[src/fcd_pkg.sv]
// shared constants, types and helpers for the frame change delta encoder
`default_nettype none

package fcd_pkg;

    localparam int FRAME_BYTES = 65536;
    localparam int ADDR_W      = (FRAME_BYTES > 1) ? $clog2(FRAME_BYTES) : 1;
    localparam int MARK_W      = ADDR_W + 1;
    localparam int PIX_W       = 8;
    localparam int POS_W       = 16;
    localparam int Q_DEPTH     = 4;
    localparam int Q_PTR_W     = $clog2(Q_DEPTH);
    localparam int Q_CNT_W     = $clog2(Q_DEPTH + 1);

    localparam logic [ADDR_W-1:0] LAST_ADDR = ADDR_W'(FRAME_BYTES - 1);

    typedef logic [ADDR_W-1:0] addr_t;
    typedef logic [PIX_W-1:0]  pix_t;

    typedef struct packed {
        logic [POS_W-1:0] position;
        pix_t             value;
        logic             is_change;
        logic             frame_end;
    } result_t;

    // absolute difference of two bytes
    function automatic pix_t abs_diff(input pix_t a, input pix_t b);
        pix_t d;
        d = (a > b) ? (a - b) : (b - a);
        return d;
    endfunction

endpackage

`default_nettype wire

[src/fcd_result_q.sv]
// result queue between the classifier and the output side
`default_nettype none

module fcd_result_q
    import fcd_pkg::*;
(
    input  wire logic                clk,
    input  wire logic                rst_n,
    input  wire logic                push,
    input  wire result_t             push_data,
    input  wire logic                pop,
    output result_t                  head,
    output logic                     empty,
    output logic [Q_CNT_W-1:0]       count
);

    result_t               slots [Q_DEPTH];
    logic [Q_PTR_W-1:0]    wr_ptr_reg, wr_ptr_next;
    logic [Q_PTR_W-1:0]    rd_ptr_reg, rd_ptr_next;
    logic [Q_CNT_W-1:0]    count_reg, count_next;
    logic                  do_pop;

    assign empty  = (count_reg == '0);
    assign do_pop = pop && !empty;

    always_comb
    begin
        wr_ptr_next = push   ? wr_ptr_reg + 1'b1 : wr_ptr_reg;
        rd_ptr_next = do_pop ? rd_ptr_reg + 1'b1 : rd_ptr_reg;
        count_next  = count_reg + Q_CNT_W'(push) - Q_CNT_W'(do_pop);
    end

    always_ff @(posedge clk or negedge rst_n)
    begin
        if (!rst_n)
        begin
            wr_ptr_reg <= '0;
            rd_ptr_reg <= '0;
            count_reg  <= '0;
        end
        else
        begin
            wr_ptr_reg <= wr_ptr_next;
            rd_ptr_reg <= rd_ptr_next;
            count_reg  <= count_next;
        end
    end

    always_ff @(posedge clk)
    begin
        if (push)
        begin
            slots[wr_ptr_reg] <= push_data;
        end
    end

    assign head  = slots[rd_ptr_reg];
    assign count = count_reg;

endmodule

`default_nettype wire
[config.mk]
export PLATFORM = sky130hd
export DESIGN_NAME = fcd_result_q
export DESIGN_NICKNAME = d
export VERILOG_FILES = /design/src/fcd_pkg.sv /design/src/fcd_result_q.sv
export SDC_FILE = /design/constraint.sdc
export NUM_CORES = 1
export LEC_CHECK = 0
export BUFFER_PORTS_ARGS = -buffer_cell sky130_fd_sc_hd__buf_4
export CAP_MARGIN = 20
export CORE_ASPECT_RATIO = 0.9
export CORE_UTILIZATION = 46
export DETAILED_ROUTE_END_ITERATION = 10
export GPL_TIMING_DRIVEN = 1
export HOLD_SLACK_MARGIN = 0.05
export PLACE_DENSITY = 0.66
export SYNTH_ARGS = -nofsm -noshare
export SYNTH_HDL_FRONTEND = slang
export SYNTH_SLANG_ARGS = --single-unit
[constraint.sdc]
create_clock -name clk -period 2.9 [get_ports clk]
set_input_delay 0.58 -clock clk [delete_from_list [all_inputs] [get_ports clk]]
set_output_delay 0.58 -clock clk [all_outputs]
set_load 0.01 [all_outputs]
## Word-level counts from Yosys, hierarchy flattened

Memory sizes are Yosys's and may differ from the RTL's.
Index checks and enable logic that the tools add are counted.

- Memory bits (read-only): 0
- Latch bits: 0
- Bits of input ports: 30
- Memory bits (writable): 104
- Flip-flop bits (word level): 7
- Memories: 1
- Output and inout port bits: 30
- Word-level logic and storage cells: 13

Memory list:

| memory | words | bits a word | rd ports | clocked after Yosys merged registers in | wr ports | line | RTL |
|---|---|---|---|---|---|---|---|
| slots | 4 | 26 | 1 | 0 | 1 | fcd_result_q.sv:17 | `result_t slots [Q_DEPTH];` |

- Shift-type cells: 0
- Multiply operators: 0
- Magnitude comparators: 0
- Add/subtract/negate cells: 4
- Reductions and logical operators: 3
- Multiplexer cells: 2
- Equality and inequality tests: 0
- Div/mod/pow operators: 0
- Bitwise logic cells: 0

Operators with widths:

| kind | count |
|---|---|
| $add A2 B1 Y2 const B | 2 |
| $add A3 B1 Y3 | 1 |
| $logic_not A3 Y1 | 1 |
| $sub A3 B1 Y3 | 1 |
| $mux W1 | 2 |
| $logic_and A1 B1 Y1 | 1 |
| $logic_not A1 Y1 | 1 |

## Logic depth before layout (Yosys ltp)

Gate-level depths: netlist of the first run.

- Word-level depth: 4
- Mapped depth: 9
- Gate-level depth less buffers: 9

## Least setup slack after synthesis of the first run

OpenSTA, ideal clock, no wires.

- Path type: reg2reg
- From: reg count_reg[1] (netlist: count[1])
- To: reg count_reg[2] (netlist: count[2])
- Arrival: 1.982 ns
- Slack: 0.788 ns
- Buffers on the path: 0
- Library setup time: 0.130 ns
- Clock period less this slack: 2.112 ns
- Required time: 2.770 ns
- Stages on the path, launching flop included: 10
- Cell sequence: dfrtp_1 -> o31ai_1 -> inv_1 -> ha_1 -> inv_1 -> ha_1 -> inv_1 -> fa_1 -> xnor2_1 -> xnor2_1

- Longest elaborated chain between the ends: 4
- Elaborated cells between the ends (all ways): 5
- Those cells by class: add/sub (2); reduce/logical (3)

RTL lines:

| item | line | RTL |
|---|---|---|
| from (decl) | fcd_result_q.sv:20 | `logic [Q_CNT_W-1:0] count_reg, count_next;` |
| from (signal assigned) | fcd_result_q.sv:45 | `count_reg <= count_next;` |
| $logic_not A3 Y1 | fcd_result_q.sv:23 | `assign empty = (count_reg == '0);` |
| $logic_not A1 Y1 | fcd_result_q.sv:24 | `assign do_pop = pop && !empty;` |
| $logic_and A1 B1 Y1 | fcd_result_q.sv:24 |  |
| net do_pop | fcd_result_q.sv:21 | `logic do_pop;` |
| $sub A3 B1 Y3 | fcd_result_q.sv:30 | `count_next = count_reg + Q_CNT_W'(push) - Q_CNT_W'(do_pop);` |
| net count_next[2] | fcd_result_q.sv:20 |  |

The timed path passes the listed nets, and every way through them passes these cells.
A chain may end at the register's enable or synchronous reset.

==> flow_summary.yaml, run 1 <==
global_routing:
  first_global_vias: 1972
  antenna_found_initial: 0
  grt_pass1_wl_mm: 10.34
  grt_max_degree: 27
  overflow: 0
  globalRouteTotalUtil_pct: 15.72
cells_and_area:
  fin_util_pct: 56.97
  drive_gt1_share_pct: 39.27
  largest_register_ffs: 104
  n_antenna_cell: 0
  final_area_sq_mm: 0.004972
  area_delta_synth_final_pct: 18.38
  fin_nets: 279
  stdcell_count: 366
logic_synthesis:
  synth_cells: 171
  synth_simple_gate_area_share_pct: 0.8043
  synth_top_family_by_area: "multiplexers"
  synth_cell_types: 18
  synth-compound-area-share_pct: 0.5064
  mappedNetlistNets: 208
  synth-xor-area-share_pct: 1.043
  seq_area_frac_synth_pct: 78.52
  yosys.area.top_type: "edfxtp_1"
  syn_area_sq_mm: 0.004200
  avgSynthCellArea_sq_um: 24.56
  synthAdderAreaFrac_pct: 2.264
  yosys_register_bits: 111
  yosys_warnings: 0
  synth_area_leaders: "edfxtp_1, mux4_2, mux4_1"
  yosysTopAreaCellShare_pct: 74.35
  synth.mux.area_fraction_pct: 14.66
sta:
  fin_skew_ps: 8.318
  grt_setup_unrepaired: "no"
  hold_slack_ps: 410.5
  hold_viol_final: 0
  drv_slew: 0
  fin_ws_ps: 304.8
  slew_headroom_pct: 62.18
  period_share_pct: 89.49
  tightestPinTransition_ps: 567.3
  setup_tns_ps: 0
  period_minus_slack_ps: 2595
  max_freq_mhz: 385.3
  finalSetupViolCount: 0
setup_path:
  endpoint: "head[22]"
  r2r-start: "count[1]$_DFF_PN0_"
  path_class: "reg2out"
  critPathTopFamily: "flip-flops"
  worstPathMaxFanout: 17
  slowest_delay_ps: 740
  r2r_end: "count[2]$_DFF_PN0_"
  start_kind: "register"
  endpoint_kind: "primary output"
  worst-path-buf-inv: 2
  crit_start: "rd_ptr_reg[0]$_DFFE_PN0P_"
  reg2reg_depth: 9
  cp_slowest_cell: "dfrtp_2"
  arrival_ps: 2020
  cp_cell_sequence: "buf_12, mux4_2, buf_4"
  required_ps: 2320
  crit_cells: 3
  rrSetupSlack_ps: 620
pwr:
  p_leak_nw: 1.764
  totalPowerFinal_mw: 4.621
  power_per_cell_area_mw_per_mm2: 929.4
  vdd_ir_drop_max_uv: 624.4
routing:
  ant_nets: 0
  drt-total-wl_mm: 6.613
  drt_iter0_drc: 65
  vias: 1847
  post-route-drc-count: 0
  first_pass_iters: 4
  detail_route.vias_per_cell: 5.046
  wl_per_cell_um: 18.07
die:
  die-height_um: 92.66
  die_area_sq_mm: 0.009518
  num_rows: 32
  io_pins: 60
  start_util_pct: 48.12
  die_w_um: 102.7
  fp.coreArea_sq_mm: 0.008728
run_status:
  run_status: "complete, no violations"
clock_tree:
  cts.repair.resized: 0
  cts_root_buffer: "clkbuf_8"
  cts_sinks: 111
  clkSlewWorstSetupHoldPaths_ps: 100
  cts-buffers-inserted: 9
  cts_tree: "built"
  cts_max_path_buffers: 2
  clk_latency_ps: 360
  cts_hold_buf: 1
  post-cts-setup-buffers: 0
  htreeDepth: 3
placement:
  post-place-ws_ps: 637.6
  port_buffers: 59
  place.gp.congestion: 0.6744
  place_area_sq_mm: 0.004797
  dpl.cell_count: 349
run:
  drv_cap: 0
min_path:
  hold_path.class: "in2reg"
==> cell usage after synthesis <==
master,count
buf_6,1
buf_12,2
nor3_1,1
dfrtp_1,7
ha_1,6
mux4_1,8
xor2_1,1
inv_1,7
xnor2_1,4
buf_2,3
o31ai_1,1
mux4_2,18
nand2_1,1
edfxtp_1,104
o21ai_0,1
fa_1,1
o311ai_0,1
and2_1,4
==> where the power goes <==
part	leakage (nW)	total [mW]	internal, mW	switching [mW]
combinational	0.646	1.53	0.853	0.676
clock	0.0813	0.791	0.314	0.478
sequential	1.04	2.30	2.11	0.195
total	1.76	4.62	3.27	1.35
==> cell usage in the layout, fill, tap and decap left out <==
cell type | synthesis | final
xnor2_1 | 4 | 4
and2_1 | 4 | 4
nor3_1 | 1 | 1
clkbuf_1 | 0 | 2
xor2_1 | 1 | 1
o21ai_0 | 1 | 1
dfrtp_1 | 7 | 6
buf_12 | 2 | 2
inv_1 | 7 | 7
inv_6 | 0 | 1
clkbuf_8 | 0 | 9
o311ai_0 | 1 | 1
clkinv_4 | 0 | 1
dfrtp_2 | 0 | 1
clkinvlp_4 | 0 | 1
edfxtp_1 | 104 | 104
o31ai_1 | 1 | 1
fa_1 | 1 | 1
mux4_2 | 18 | 18
mux4_1 | 8 | 8
dlygate4sd3_1 | 0 | 1
nand2_1 | 1 | 1
clkinv_2 | 0 | 1
clkinv_1 | 0 | 1
buf_4 | 0 | 63
ha_1 | 6 | 6
==> layer usage <==
| layer | routed length (um) | vias to the layer above | track usage [%] |
|---|---|---|---|
| li1 | - | 851 | - |
| met1 | 3019 | 938 | 21.07 |
| met2 | 3208 | 53 | 24.44 |
| met3 | 338 | 5 | 4.377 |
| met4 | 46 | 0 | 6.190 |
| met5 | 0 | - | 0 |
==> cell type report <==
class / count / area [sq um]
clock buffer: 11 / 131.4
clock inverter: 5 / 33.78
fill: 694 / 3756
inverter: 7 / 26.28
multi-input combinational: 47 / 809.5
sequential: 111 / 3299
tap: 119 / 148.9
timing repair buffer: 66 / 523.0
==> cell families (layout without fill, tap and decap cells) <==
group	after synthesis	count (layout)
compound gates	3	3
xor+xnor	5	5
fa+ha+maj	7	7
buf+inv	13	89
flops	111	111
mux	26	26
simple gates	6	6
==> worst min path at each step <==
stage / slack [ps] / depth (start not counted) / start / end
finish: 410 / 1 / push_data[16] / slots[3][16]$_DFFE_PP_
global route: 390 / 1 / push_data[18] / slots[1][18]$_DFFE_PP_
CTS: 390 / 1 / push_data[16] / slots[3][16]$_DFFE_PP_
detailed placement: 400 / 1 / rst_n / count[2]$_DFF_PN0_
global placement: 400 / 1 / rst_n / count[0]$_DFF_PN0_
floorplan: 280 / 0 / rst_n / count[0]$_DFF_PN0_
==> worst reg2reg max path, delay by kind of cell (launching register included) <==
kind | cells | cell delay [ps]
buf+inv | 3 | 220
flops | 1 | 480
xor+xnor | 2 | 360
compound gates | 1 | 380
fa+ha+maj | 3 | 800
Note: power is estimated with default switching activity, not from simulation.
==> run 2, diff against run 1 <==
clock period = 2.8 ns   (was 2.9 ns; I/O delays follow)
==> flow_summary.yaml, run 2 (synthesized netlist as in run 1, its figures left out) <==
routing:
  drt-total-wl_mm: 6.682
  wl_per_cell_um: 18.16
  first_pass_iters: 4
  ant_nets: 0
  post-route-drc-count: 0
  vias: 1905
  detail_route.vias_per_cell: 5.177
  drt_iter0_drc: 71
die:
  io_pins: 60
  die_w_um: 102.7
  die_area_sq_mm: 0.009518
  num_rows: 32
  die-height_um: 92.66
  fp.coreArea_sq_mm: 0.008728
  start_util_pct: 48.12
clock_tree:
  cts-buffers-inserted: 9
  cts_hold_buf: 1
  cts.repair.resized: 0
  cts_max_path_buffers: 2
  cts_tree: "built"
  htreeDepth: 3
  post-cts-setup-buffers: 0
  cts_root_buffer: "clkbuf_8"
  cts_sinks: 111
  clk_latency_ps: 360
  clkSlewWorstSetupHoldPaths_ps: 90
run_status:
  run_status: "complete, no violations"
global_routing:
  antenna_found_initial: 0
  globalRouteTotalUtil_pct: 15.80
  grt_pass1_wl_mm: 10.47
  first_global_vias: 1973
  grt_max_degree: 22
  overflow: 0
min_path:
  hold_start: "push_data[16]"
  min_to: "slots[1][16]$_DFFE_PP_"
  hold_path_depth: 1
  hold_path.class: "in2reg"
setup_path:
  r2r-start: "count[1]$_DFF_PN0_"
  required_ps: 2240
  start_kind: "register"
  endpoint_kind: "primary output"
  reg2reg_depth: 9
  worstPathMaxFanout: 18
  rrSetupSlack_ps: 630
  r2r_end: "count[2]$_DFF_PN0_"
  path_class: "reg2out"
  arrival_ps: 1930
placement:
  port_buffers: 59
  post-place-ws_ps: 621.9
  dp_hpwl_mm: 4.277
  place.gp.congestion: 0.6767
sta:
  max_freq_mhz: 401.3
  period_share_pct: 88.99
  setup_tns_ps: 0
  tightestPinTransition_ps: 382.4
  slew_headroom_pct: 74.18
  hold_viol_final: 0
  fin_skew_ps: 6.801
  grt_setup_unrepaired: "no"
  fin_ws_ps: 308.4
  finalSetupViolCount: 0
  drv_slew: 0
  period_minus_slack_ps: 2492
pwr:
  p_leak_nw: 1.773
  vdd_ir_drop_max_uv: 653.5
  power_per_cell_area_mw_per_mm2: 965.5
cells_and_area:
  drive_gt1_share_pct: 40.16
  fin_nets: 281
  area_delta_synth_final_pct: 18.74
  n_antenna_cell: 0
  n_fill_cell: 674
  layout_common_cells: "edfxtp_1, buf_4, mux4_2"
  largest_register_ffs: 104
  final_common_cell: "edfxtp_1"
  fin_util_pct: 57.14
run:
  drv_cap: 0
-- run 2: cell count changes in the layout (fill, tap and decap cells not counted) --
cell / delta
clkinvlp_4: +1
inv_6: -1
clkinv_2: +1
clkbuf_1: -1
buf_4: +2
-- run 2: power breakdown --
group	switching [mW]	internal (mW)	total (mW)
Sequential	0.171	2.18	2.35
Combinational	0.744	0.899	1.64
Clock	0.500	0.319	0.820
-- run 2: area by class of cell --
class / count / area [sq um] / share of cell area, %
clock buffers: 10 / 127.6 / 2.559
clock inverters: 6 / 37.54 / 0.7526
inverters: 7 / 26.28 / 0.5268
multi-input cells: 47 / 809.5 / 16.23
flip-flops and latches: 111 / 3299 / 66.16
well taps: 119 / 148.9 / 2.985
repair buffers: 68 / 538.0 / 10.79
-- run 2: through the flow --
step | hold slack, ps | cells | area [sq um] | power [mW]
finish | 393.1 | 368 | 4987 | 4.815
global route | 378.4 | 368 | 4987 | 5.092
CTS | 379.3 | 368 | 4987 | 4.888
detailed placement | 379.3 | 351 | 4812 | 4.076
global placement | 378.6 | 351 | 4812 | 4.047
floorplan | 264.4 | 171 | 4200 | 3.370
-- run 2: worst max path at each step --
stage	startpoint	end	slack [ps]	depth (start not counted)
after CTS	rd_ptr_reg[0]$_DFFE_PN0P_	head[20]	280	3
after floorplan	count[1]$_DFF_PN0_	count[2]$_DFF_PN0_	690	9
after global routing	rd_ptr_reg[0]$_DFFE_PN0P_	head[20]	230	3
after detailed placement	count[1]$_DFF_PN0_	count[2]$_DFF_PN0_	620	9
after global placement	count[1]$_DFF_PN0_	count[2]$_DFF_PN0_	660	9
final	rd_ptr_reg[0]$_DFFE_PN0P_	head[8]	310	3
-- run 2: routing by layer --
metal	vias to the layer above	global-route usage (%)	routed length, um
met5	-	0	0
met4	0	7.143	108
met3	8	2.792	298
met2	57	23.72	3265
met1	986	22.71	3009
li1	854	-	-
-- run 2: worst max-delay path: stages (launching register included) --
cell,delay (ps)
dfrtp_2,630
buf_12,250
mux4_2,530
buf_4,160
